## src/rtl/spdr_pkg.sv

```systemverilog
// Shared constants, widths and control types of the shift-tolerant pixel distance row block.
// Used by spdr_lane, spdr_merge and the top level. No dependencies.
package spdr_pkg;

	localparam int SAMPLE_BITS = 10;
	localparam int SUM_BITS    = 48;
	localparam int OUT_BITS    = 48;
	localparam int NUM_COMP    = 4;

	localparam int SHIFT_BITS  = 11;
	localparam int WEIGHT_BITS = 4;

	// |tst + shift - ref| fits in one bit over the wider of sample and shift magnitude
	localparam int ABS_W  = ((SAMPLE_BITS > SHIFT_BITS - 1) ? SAMPLE_BITS : SHIFT_BITS - 1) + 1;
	localparam int DIFF_W = ABS_W + 1;
	localparam int SQ_W   = 2 * ABS_W;
	localparam int WSQ_W  = SQ_W + WEIGHT_BITS;
	localparam int ERR_W  = WSQ_W + $clog2(NUM_COMP);

	// Configuration register indexes
	localparam int CFG_IDX_W = 4;
	localparam logic [CFG_IDX_W-1:0] REG_SHIFT_C0  = 4'd0;
	localparam logic [CFG_IDX_W-1:0] REG_SHIFT_C1  = 4'd1;
	localparam logic [CFG_IDX_W-1:0] REG_SHIFT_C2  = 4'd2;
	localparam logic [CFG_IDX_W-1:0] REG_SHIFT_C3  = 4'd3;
	localparam logic [CFG_IDX_W-1:0] REG_WEIGHT_C0 = 4'd4;
	localparam logic [CFG_IDX_W-1:0] REG_WEIGHT_C1 = 4'd5;
	localparam logic [CFG_IDX_W-1:0] REG_WEIGHT_C2 = 4'd6;
	localparam logic [CFG_IDX_W-1:0] REG_WEIGHT_C3 = 4'd7;
	localparam int CFG_DATA_W = SHIFT_BITS;

	typedef struct packed {
		logic valid;
		logic last_cand;
		logic last_row;
	} ctl_t;

endpackage

```

## src/rtl/spdr_lane.sv

```systemverilog
// One component lane: shifted difference, absolute value, square and weighted square.
// Three pipeline stages; depends on spdr_pkg.
module spdr_lane
	import spdr_pkg::*;
(
	input  logic                          clk,
	input  logic                          adv,
	input  logic [SAMPLE_BITS-1:0]        tst,
	input  logic [SAMPLE_BITS-1:0]        refs,
	input  logic signed [SHIFT_BITS-1:0]  shift,
	input  logic [WEIGHT_BITS-1:0]        weight,
	output logic [SQ_W-1:0]               dist_s3,
	output logic [WSQ_W-1:0]              wsq_s3
);

	logic signed [DIFF_W-1:0] tst_shift;
	logic signed [DIFF_W-1:0] diff;
	logic [DIFF_W-1:0]        diff_abs;
	logic [ABS_W-1:0]         abs_s1;
	logic [SQ_W-1:0]          sq_s2;

	always_comb begin
		tst_shift = $signed({{(DIFF_W-SAMPLE_BITS){1'b0}}, tst})
			+ $signed({{(DIFF_W-SHIFT_BITS){shift[SHIFT_BITS-1]}}, shift});
		diff      = tst_shift - $signed({{(DIFF_W-SAMPLE_BITS){1'b0}}, refs});
		diff_abs  = diff[DIFF_W-1] ? DIFF_W'(-diff) : DIFF_W'(diff);
	end

	always_ff @(posedge clk) begin
		if (adv) begin
			abs_s1  <= diff_abs[ABS_W-1:0];
			sq_s2   <= SQ_W'(abs_s1 * abs_s1);
			dist_s3 <= sq_s2;
			wsq_s3  <= WSQ_W'(sq_s2 * weight);
		end
	end

endmodule

```

## src/rtl/spdr_merge.sv

```systemverilog
// Merge stage: sums the lane errors, keeps the window's best distances, accumulates
// the row sums and holds the result register. Depends on spdr_pkg.
module spdr_merge
	import spdr_pkg::*;
(
	input  logic                               clk,
	input  logic                               arst_n,
	input  ctl_t                               ctl_s3,
	input  logic [NUM_COMP-1:0][SQ_W-1:0]      dist_s3,
	input  logic [NUM_COMP-1:0][WSQ_W-1:0]     wsq_s3,
	output logic                               adv,
	output logic                               out_valid,
	input  logic                               out_ready,
	output logic [NUM_COMP-1:0][OUT_BITS-1:0]  out_dist
);

	ctl_t                           ctl_s4;
	ctl_t                           ctl_s5;
	logic [ERR_W-1:0]               err_s4;
	logic [NUM_COMP-1:0][SQ_W-1:0]  dist_s4;
	logic [NUM_COMP-1:0][SQ_W-1:0]  win_dist_s5;

	logic [ERR_W-1:0]               best_err_q;
	logic [NUM_COMP-1:0][SQ_W-1:0]  best_dist_q;
	logic                           win_start_q;
	logic [NUM_COMP-1:0][SUM_BITS-1:0] row_sum_q;
	logic                           out_valid_q;

	logic                           take;
	logic [NUM_COMP-1:0][SQ_W-1:0]  chosen;
	logic [NUM_COMP-1:0][SUM_BITS-1:0] row_next;
	logic                           emit;

	// hold everything only when a row result meets a full output register
	assign emit = ctl_s5.valid && ctl_s5.last_row;
	assign adv  = !(emit && out_valid_q && !out_ready);

	always_comb begin
		take = win_start_q || (err_s4 < best_err_q);
		for (int i = 0; i < NUM_COMP; i++) begin
			chosen[i]   = take ? dist_s4[i] : best_dist_q[i];
			row_next[i] = row_sum_q[i] + SUM_BITS'(win_dist_s5[i]);
		end
	end

	always_ff @(posedge clk or negedge arst_n) begin
		if (!arst_n) begin
			ctl_s4      <= '0;
			ctl_s5      <= '0;
			win_start_q <= 1'b1;
			row_sum_q   <= '0;
			out_valid_q <= 1'b0;
		end else begin
			if (out_valid_q && out_ready)
				out_valid_q <= 1'b0;
			if (adv) begin
				ctl_s4       <= ctl_s3;
				ctl_s5.valid <= ctl_s4.valid && ctl_s4.last_cand;
				ctl_s5.last_cand <= ctl_s4.last_cand;
				ctl_s5.last_row  <= ctl_s4.last_row;
				if (ctl_s4.valid)
					win_start_q <= ctl_s4.last_cand;
				if (ctl_s5.valid) begin
					if (ctl_s5.last_row) begin
						row_sum_q   <= '0;
						out_valid_q <= 1'b1;
					end else begin
						row_sum_q <= row_next;
					end
				end
			end
		end
	end

	always_ff @(posedge clk) begin
		if (adv) begin
			err_s4  <= ERR_W'(wsq_s3[0]) + ERR_W'(wsq_s3[1])
				+ ERR_W'(wsq_s3[2]) + ERR_W'(wsq_s3[3]);
			dist_s4 <= dist_s3;
			win_dist_s5 <= chosen;
			if (ctl_s4.valid && !ctl_s4.last_cand && take) begin
				best_err_q  <= err_s4;
				best_dist_q <= dist_s4;
			end
			if (emit) begin
				for (int i = 0; i < NUM_COMP; i++)
					out_dist[i] <= OUT_BITS'(row_next[i]);
			end
		end
	end

	assign out_valid = out_valid_q;

endmodule

```

## src/rtl/shift_tolerant_pixel_distance_row.sv

```systemverilog
// Shift-tolerant pixel distance over one picture row: top level with configuration
// registers and four component lanes. Depends on spdr_pkg, spdr_lane, spdr_merge.
//
// Usage:
//   Input channel (in_valid/in_ready): one candidate per transfer, pairing a test pixel
//   with one reference pixel of its search window; last_candidate closes the window,
//   last_in_row on that candidate closes the row.
//   Output channel (out_valid/out_ready): one transfer per row carrying the four row
//   sums of best squared distances, including the row's last pixel.
//   Configuration channel (cfg_valid/cfg_ready): index 0..3 writes a colour shift,
//   4..7 a weight, higher indexes are ignored. cfg_ready is always high; write only
//   while no item is in flight.
// Timing:
//   One candidate per cycle sustained while in_ready is high. A row result reaches
//   the output register after its closing candidate, passing through difference,
//   square, weighting, error sum and best selection, row accumulation.
// Reset:
//   Shifts 0, weights 1,1,1,0, row sums cleared, a fresh window pending, no result held.
// Stall:
//   While a result waits in the output register, candidates keep flowing; the
//   pipeline holds (in_ready low) only when a second row result reaches it.
module shift_tolerant_pixel_distance_row
	import spdr_pkg::*;
(
	input  logic                   clk,
	input  logic                   arst_n,
	input  logic                   in_valid,
	output logic                   in_ready,
	input  logic [SAMPLE_BITS-1:0] tst_c0,
	input  logic [SAMPLE_BITS-1:0] tst_c1,
	input  logic [SAMPLE_BITS-1:0] tst_c2,
	input  logic [SAMPLE_BITS-1:0] tst_c3,
	input  logic [SAMPLE_BITS-1:0] ref_c0,
	input  logic [SAMPLE_BITS-1:0] ref_c1,
	input  logic [SAMPLE_BITS-1:0] ref_c2,
	input  logic [SAMPLE_BITS-1:0] ref_c3,
	input  logic                   last_candidate,
	input  logic                   last_in_row,
	output logic                   out_valid,
	input  logic                   out_ready,
	output logic [OUT_BITS-1:0]    row_dist_c0,
	output logic [OUT_BITS-1:0]    row_dist_c1,
	output logic [OUT_BITS-1:0]    row_dist_c2,
	output logic [OUT_BITS-1:0]    row_dist_c3,
	input  logic                   cfg_valid,
	output logic                   cfg_ready,
	input  logic [CFG_IDX_W-1:0]   cfg_index,
	input  logic [CFG_DATA_W-1:0]  cfg_data
);

	logic signed [SHIFT_BITS-1:0] shift_q  [NUM_COMP];
	logic [WEIGHT_BITS-1:0]       weight_q [NUM_COMP];

	logic [NUM_COMP-1:0][SAMPLE_BITS-1:0] tst;
	logic [NUM_COMP-1:0][SAMPLE_BITS-1:0] refs;
	logic [NUM_COMP-1:0][SQ_W-1:0]        dist_s3;
	logic [NUM_COMP-1:0][WSQ_W-1:0]       wsq_s3;
	logic [NUM_COMP-1:0][OUT_BITS-1:0]    out_dist;

	ctl_t ctl_s1;
	ctl_t ctl_s2;
	ctl_t ctl_s3;
	logic adv;

	assign cfg_ready = 1'b1;
	assign in_ready  = adv;

	assign tst  = {tst_c3, tst_c2, tst_c1, tst_c0};
	assign refs = {ref_c3, ref_c2, ref_c1, ref_c0};

	always_ff @(posedge clk or negedge arst_n) begin
		if (!arst_n) begin
			for (int i = 0; i < NUM_COMP; i++)
				shift_q[i] <= '0;
			weight_q[0] <= WEIGHT_BITS'(1);
			weight_q[1] <= WEIGHT_BITS'(1);
			weight_q[2] <= WEIGHT_BITS'(1);
			weight_q[3] <= '0;
		end else if (cfg_valid && cfg_ready) begin
			case (cfg_index)
				REG_SHIFT_C0:  shift_q[0]  <= cfg_data[SHIFT_BITS-1:0];
				REG_SHIFT_C1:  shift_q[1]  <= cfg_data[SHIFT_BITS-1:0];
				REG_SHIFT_C2:  shift_q[2]  <= cfg_data[SHIFT_BITS-1:0];
				REG_SHIFT_C3:  shift_q[3]  <= cfg_data[SHIFT_BITS-1:0];
				REG_WEIGHT_C0: weight_q[0] <= cfg_data[WEIGHT_BITS-1:0];
				REG_WEIGHT_C1: weight_q[1] <= cfg_data[WEIGHT_BITS-1:0];
				REG_WEIGHT_C2: weight_q[2] <= cfg_data[WEIGHT_BITS-1:0];
				REG_WEIGHT_C3: weight_q[3] <= cfg_data[WEIGHT_BITS-1:0];
				default: ;
			endcase
		end
	end

	// control flags travel alongside the lane stages
	always_ff @(posedge clk or negedge arst_n) begin
		if (!arst_n) begin
			ctl_s1 <= '0;
			ctl_s2 <= '0;
			ctl_s3 <= '0;
		end else if (adv) begin
			ctl_s1.valid     <= in_valid;
			ctl_s1.last_cand <= last_candidate;
			ctl_s1.last_row  <= last_in_row;
			ctl_s2 <= ctl_s1;
			ctl_s3 <= ctl_s2;
		end
	end

	for (genvar g = 0; g < NUM_COMP; g++) begin : g_lane
		spdr_lane u_lane (
			.clk     (clk),
			.adv     (adv),
			.tst     (tst[g]),
			.refs    (refs[g]),
			.shift   (shift_q[g]),
			.weight  (weight_q[g]),
			.dist_s3 (dist_s3[g]),
			.wsq_s3  (wsq_s3[g])
		);
	end

	spdr_merge u_merge (
		.clk       (clk),
		.arst_n    (arst_n),
		.ctl_s3    (ctl_s3),
		.dist_s3   (dist_s3),
		.wsq_s3    (wsq_s3),
		.adv       (adv),
		.out_valid (out_valid),
		.out_ready (out_ready),
		.out_dist  (out_dist)
	);

	assign row_dist_c0 = out_dist[0];
	assign row_dist_c1 = out_dist[1];
	assign row_dist_c2 = out_dist[2];
	assign row_dist_c3 = out_dist[3];

endmodule

```

## config.mk

```make
export PLATFORM = sky130hd
export DESIGN_NAME = shift_tolerant_pixel_distance_row
export DESIGN_NICKNAME = d
export VERILOG_FILES = /design/src/rtl/spdr_pkg.sv /design/src/rtl/spdr_lane.sv /design/src/rtl/spdr_merge.sv /design/src/rtl/shift_tolerant_pixel_distance_row.sv
export SDC_FILE = /design/constraint.sdc
export NUM_CORES = 2
export LEC_CHECK = 0
export ABC_AREA = 0
export BUFFER_PORTS_ARGS = -buffer_cell sky130_fd_sc_hd__buf_2
export CORE_UTILIZATION = 57
export CTS_CLUSTER_SIZE = 20
export DETAILED_ROUTE_END_ITERATION = 8
export PLACE_DENSITY = 0.89
export SETUP_SLACK_MARGIN = 0.02
export SYNTH_ARGS = -nofsm -noshare
export SYNTH_HDL_FRONTEND = slang
export SYNTH_SLANG_ARGS = --single-unit
```

## constraint.sdc

```tcl
create_clock -name clk -period 38.6 [get_ports clk]
set_input_delay 11.58 -clock clk [delete_from_list [all_inputs] [get_ports clk]]
set_output_delay 11.58 -clock clk [all_outputs]
set_load 0.03 [all_outputs]
```

==> results.txt <==
The number of antenna violations at the first check in global routing was 6. The total via count in the routed design came out at 49500. The cell area reported after detailed placement is 75700 um2. The most common flop cell mapped by yosys is sky130_fd_sc_hd__edfxtp_1. The share of layout cells above drive strength 1 is 10.3%. The floorplan step defined a die boundary enclosing 129000 um2. The setup skew after layout is 44.7 ps. The largest net degree at the start of global routing is 197. Dividing the detail-routed via count by the number of cells gives 5.81. The count of final setup violators is 0. The CTS tree is built.

The most critical setup path has its endpoint at in_ready. The average instance in the mapped netlist occupies 11.2 um2. The remaining global-route overflow is 0. The region available for standard cell placement spans 126000 um2.

In the final routed layout, each cell accounts on average for 19.0 um. The final instance area is 79700 um2. The post-synthesis register bit count came out at 1084.

The worst hold slack came out at 399 ps. The class of the most critical setup path is primary input to output port. At the end of the flow, the number of nets in the layout was 7873.

The filler-free cell count of the finished design is 8511. The flow ran to the end, and the final reports show no timing, DRC or antenna violations. The share of the yosys chip area belonging to registers came out at 43.0%. The number of detailed-route iterations in the first pass came out at 9. In this run, synthesis inferred 816 flip-flops with an integrated enable. The clock sink total came out at 1084. The max-slew violation count is 0. For this block, the initial DRC count from the detailed router was 4445. The synthesized area came out at 72600 um2.

Row generation in the floorplan step produced 130 rows. At the end of routability-driven placement, the weighted congestion stood at 0.935. The min-delay analysis places its worst path in the category register to register. The share of the clock period used by the worst path after layout is 62.3%.

The cell depth of the worst hold path came out at 0. The upper clock frequency limit came out at 41.6 MHz. The die boundary height is 359 um. The first-pass GRT wire length is 261 mm. The biggest area contributor in the post-synthesis netlist is sky130_fd_sc_hd__edfxtp_1. The final-layout setup total negative slack is 0 ps. The async set-or-reset flop fraction in the synthesized netlist is 24.7%. The actual transition at the worst max-transition pin is 1300 ps. The critical path starts at out_ready.

The remaining antenna violation count came out at 0. The HPWL reported at the end of detailed placement is 117 mm. The number of buffers on the longest clock path is 3. The number of buffers added to fix hold violations after cts came out at 0. The number of different library cells in the post-synthesis netlist is 93. The highest net fanout along the worst path came out at 11. For this run, the slowest stage of the critical path takes 510 ps.

After detailed routing, the total wire length is 161 mm. The gate count of the mapped netlist is 6504. The tightest slew margin relative to the limit is 13.3%. The number of placed instances, taps included came out at 8294. The clock slew at the register clock pins of the worst setup and hold paths is 60 ps. For the worst setup path, the data required time is 27020 ps. STA classifies the critical path startpoint as a primary input.

The number of top-level pins is 297. The worst endpoint data arrival time is 12480 ps. The die width came out at 359 um. In this run the critical register-to-register path is launched from g_lane[3].u_lane.abs_s1[4].

The share of synthesized area in the top cell type comes to 33.8%. The CTS buffer count came out at 111. In this run the clock root is driven by a sky130_fd_sc_hd__clkbuf_16. The total global-route track usage is 25.0%.

The via count of the first global-routing pass is 50500. The final hold violation count came out at 0. The count of warnings emitted by yosys is 0. Setup repair after global routing left no endpoint under its margin.

The deepest level of the CTS H-tree came out at 3. The endpoint identified for the worst register-to-register timing path is g_lane[3].u_lane.sq_s2[21]. The post-cts resize count came out at 0. After layout, the minimum clock period comes to 24060 ps. After detailed routing, the number of remaining DRC violations is 0. The synthesis-to-layout area growth is 9.80%.

The clock reaches the later pin of the worst-skew pair after 750 ps. The slack of the worst reg-to-reg path came out at 32770 ps. The worst setup path is captured at an output port. The cell occurring most often along the worst timing path is sky130_fd_sc_hd__buf_2. In the post-synthesis netlist, the biggest area contributors are sky130_fd_sc_hd__edfxtp_1 34%, sky130_fd_sc_hd__fa_1 13%, sky130_fd_sc_hd__ha_1 9.3%, sky130_fd_sc_hd__dfrtp_1 9.1%, sky130_fd_sc_hd__inv_1 4.6%. The initial utilization of the core area, before any placement, comes to 57.7%. The highest-delay cell along the critical path is sky130_fd_sc_hd__or3_4. Post-CTS timing repair inserted 0 buffers for setup.

The number of maximum-capacitance violations came out at 0. The depth of the most critical reg-to-reg path came out at 21. Traced cell by cell, the critical path runs through buf_2 > or3_4 > buf_2. The count of port buffers added during placement came out at 295.
==> registers in the layout, indices dropped and copies added, names as in the netlist, 84 cells and up <==
register,flops
g_lane.u_lane.wsq_s3,104
g_lane.u_lane.dist_s3,84
u_merge.row_sum_q,192
u_merge.win_dist_s5,84
u_merge.out_dist,192
u_merge.dist_s4,84
u_merge.best_dist_q,84
g_lane.u_lane.sq_s2,84
==> per-stage QoR <==
step | setup slack [ps] | utilization (%)
3_5_place_dp | 14530 | 60.1
6_report | 14540 | 63.3
5_1_grt | 14500 | 63.3
2_1_floorplan | 836 | -
4_1_cts | 14530 | 63.3
3_3_place_gp | 14530 | 60.1
==> critical path: cells and delay by family <==
family / cells / cell delay, ps
and+or+nand+nor: 1 / 510
buffers and inverters: 2 / 370
==> final cells by class <==
cell class | count | area, um2
Multi-Input combinational cell | 4346 | 37400
Sequential cell | 1084 | 31200
Fill cell | 8964 | 46200
Inverter | 895 | 3360
Tap cell | 1650 | 2060
Antenna cell | 6 | 15.0
Clock buffer | 137 | 2960
Clock inverter | 74 | 1020
Timing Repair Buffer | 319 | 1690
==> metal layers <==
layer	wire length (um)	GRT usage, %	up-vias
met3	11400	3.54	410
met5	20	0	-
met1	63500	31.5	24200
met2	79300	43.0	2079
li1	-	-	22800
met4	7270	11.2	4
==> cells in the mapped netlist, types with 21 or more instances <==
master / instances
sky130_fd_sc_hd__and2_1: 262
sky130_fd_sc_hd__ha_1: 541
sky130_fd_sc_hd__mux2_2: 150
sky130_fd_sc_hd__nand4_1: 47
sky130_fd_sc_hd__and3_1: 52
sky130_fd_sc_hd__or3_1: 31
sky130_fd_sc_hd__a22o_1: 82
sky130_fd_sc_hd__nand2b_1: 32
sky130_fd_sc_hd__nor3_1: 105
sky130_fd_sc_hd__xnor2_1: 335
sky130_fd_sc_hd__nor2b_1: 80
sky130_fd_sc_hd__inv_1: 895
sky130_fd_sc_hd__o21bai_1: 41
sky130_fd_sc_hd__nand2_1: 608
sky130_fd_sc_hd__clkbuf_1: 172
sky130_fd_sc_hd__o21ai_0: 189
sky130_fd_sc_hd__o31ai_1: 28
sky130_fd_sc_hd__dfrtp_1: 264
sky130_fd_sc_hd__edfxtp_1: 816
sky130_fd_sc_hd__a21oi_1: 258
sky130_fd_sc_hd__a21o_1: 132
sky130_fd_sc_hd__fa_1: 473
sky130_fd_sc_hd__a211oi_1: 22
sky130_fd_sc_hd__nor2_1: 221
sky130_fd_sc_hd__a31oi_1: 29
sky130_fd_sc_hd__o311ai_0: 30
sky130_fd_sc_hd__xor2_1: 129
sky130_fd_sc_hd__mux2i_1: 21
sky130_fd_sc_hd__nand3_1: 122
sky130_fd_sc_hd__o21a_1: 56
==> worst min path at each step <==
stage	from	end	slack, ps
after detailed placement	g_lane[0].u_lane.dist_s3[12]	u_merge.dist_s4[12]	400
final	g_lane[2].u_lane.dist_s3[10]	u_merge.dist_s4[54]	400
after global routing	g_lane[2].u_lane.dist_s3[10]	u_merge.dist_s4[54]	400
after global placement	g_lane[2].u_lane.dist_s3[13]	u_merge.dist_s4[57]	400
after CTS	g_lane[2].u_lane.dist_s3[10]	u_merge.dist_s4[54]	400
after floorplan	g_lane[0].u_lane.dist_s3[0]	u_merge.dist_s4[0]	400
==> kinds of logic (layout without fill, tap and decap cells) <==
group	after synthesis	count (layout)	share of synthesized area (%)
AOI/OAI and AO/OA	1019	1019	9.45
xor gates and xnor gates	464	464	5.60
adders and majority gates	1014	1014	22.4
buffers and inverters	1081	1425	5.61
DFF	1084	1084	43.0
muxes	171	171	2.62
other	2	15	0.0103
and+or+nand+nor	1669	1669	11.3
==> placed cells by master, fill, tap and decap left out, types with 19 or more instances in the layout <==
cell type / count
sky130_fd_sc_hd__mux2i_1: 21
sky130_fd_sc_hd__nor2b_1: 80
sky130_fd_sc_hd__ha_1: 541
sky130_fd_sc_hd__clkbuf_16: 112
sky130_fd_sc_hd__inv_1: 893
sky130_fd_sc_hd__bufinv_16: 19
sky130_fd_sc_hd__fa_1: 473
sky130_fd_sc_hd__buf_4: 22
sky130_fd_sc_hd__and2_1: 262
sky130_fd_sc_hd__a21oi_1: 258
sky130_fd_sc_hd__clkbuf_1: 19
sky130_fd_sc_hd__a21o_1: 132
sky130_fd_sc_hd__o21a_1: 56
sky130_fd_sc_hd__dfrtp_1: 262
sky130_fd_sc_hd__a31oi_1: 28
sky130_fd_sc_hd__o31ai_1: 28
sky130_fd_sc_hd__xor2_1: 129
sky130_fd_sc_hd__clkinv_2: 19
sky130_fd_sc_hd__nor2_1: 220
sky130_fd_sc_hd__nand4_1: 47
sky130_fd_sc_hd__nand2b_1: 32
sky130_fd_sc_hd__xnor2_1: 335
sky130_fd_sc_hd__edfxtp_1: 816
sky130_fd_sc_hd__o21bai_1: 41
sky130_fd_sc_hd__o21ai_0: 189
sky130_fd_sc_hd__a22o_1: 82
sky130_fd_sc_hd__nand3_1: 122
sky130_fd_sc_hd__or3_1: 30
sky130_fd_sc_hd__nor3_1: 105
sky130_fd_sc_hd__and3_1: 52
sky130_fd_sc_hd__mux2_2: 150
sky130_fd_sc_hd__o311ai_0: 30
sky130_fd_sc_hd__buf_2: 294
sky130_fd_sc_hd__a211oi_1: 22
sky130_fd_sc_hd__nand2_1: 606
Power is left out: the tool's default activity adds up to more than one toggle a clock period on the data nets, which glitch-free logic cannot reach.
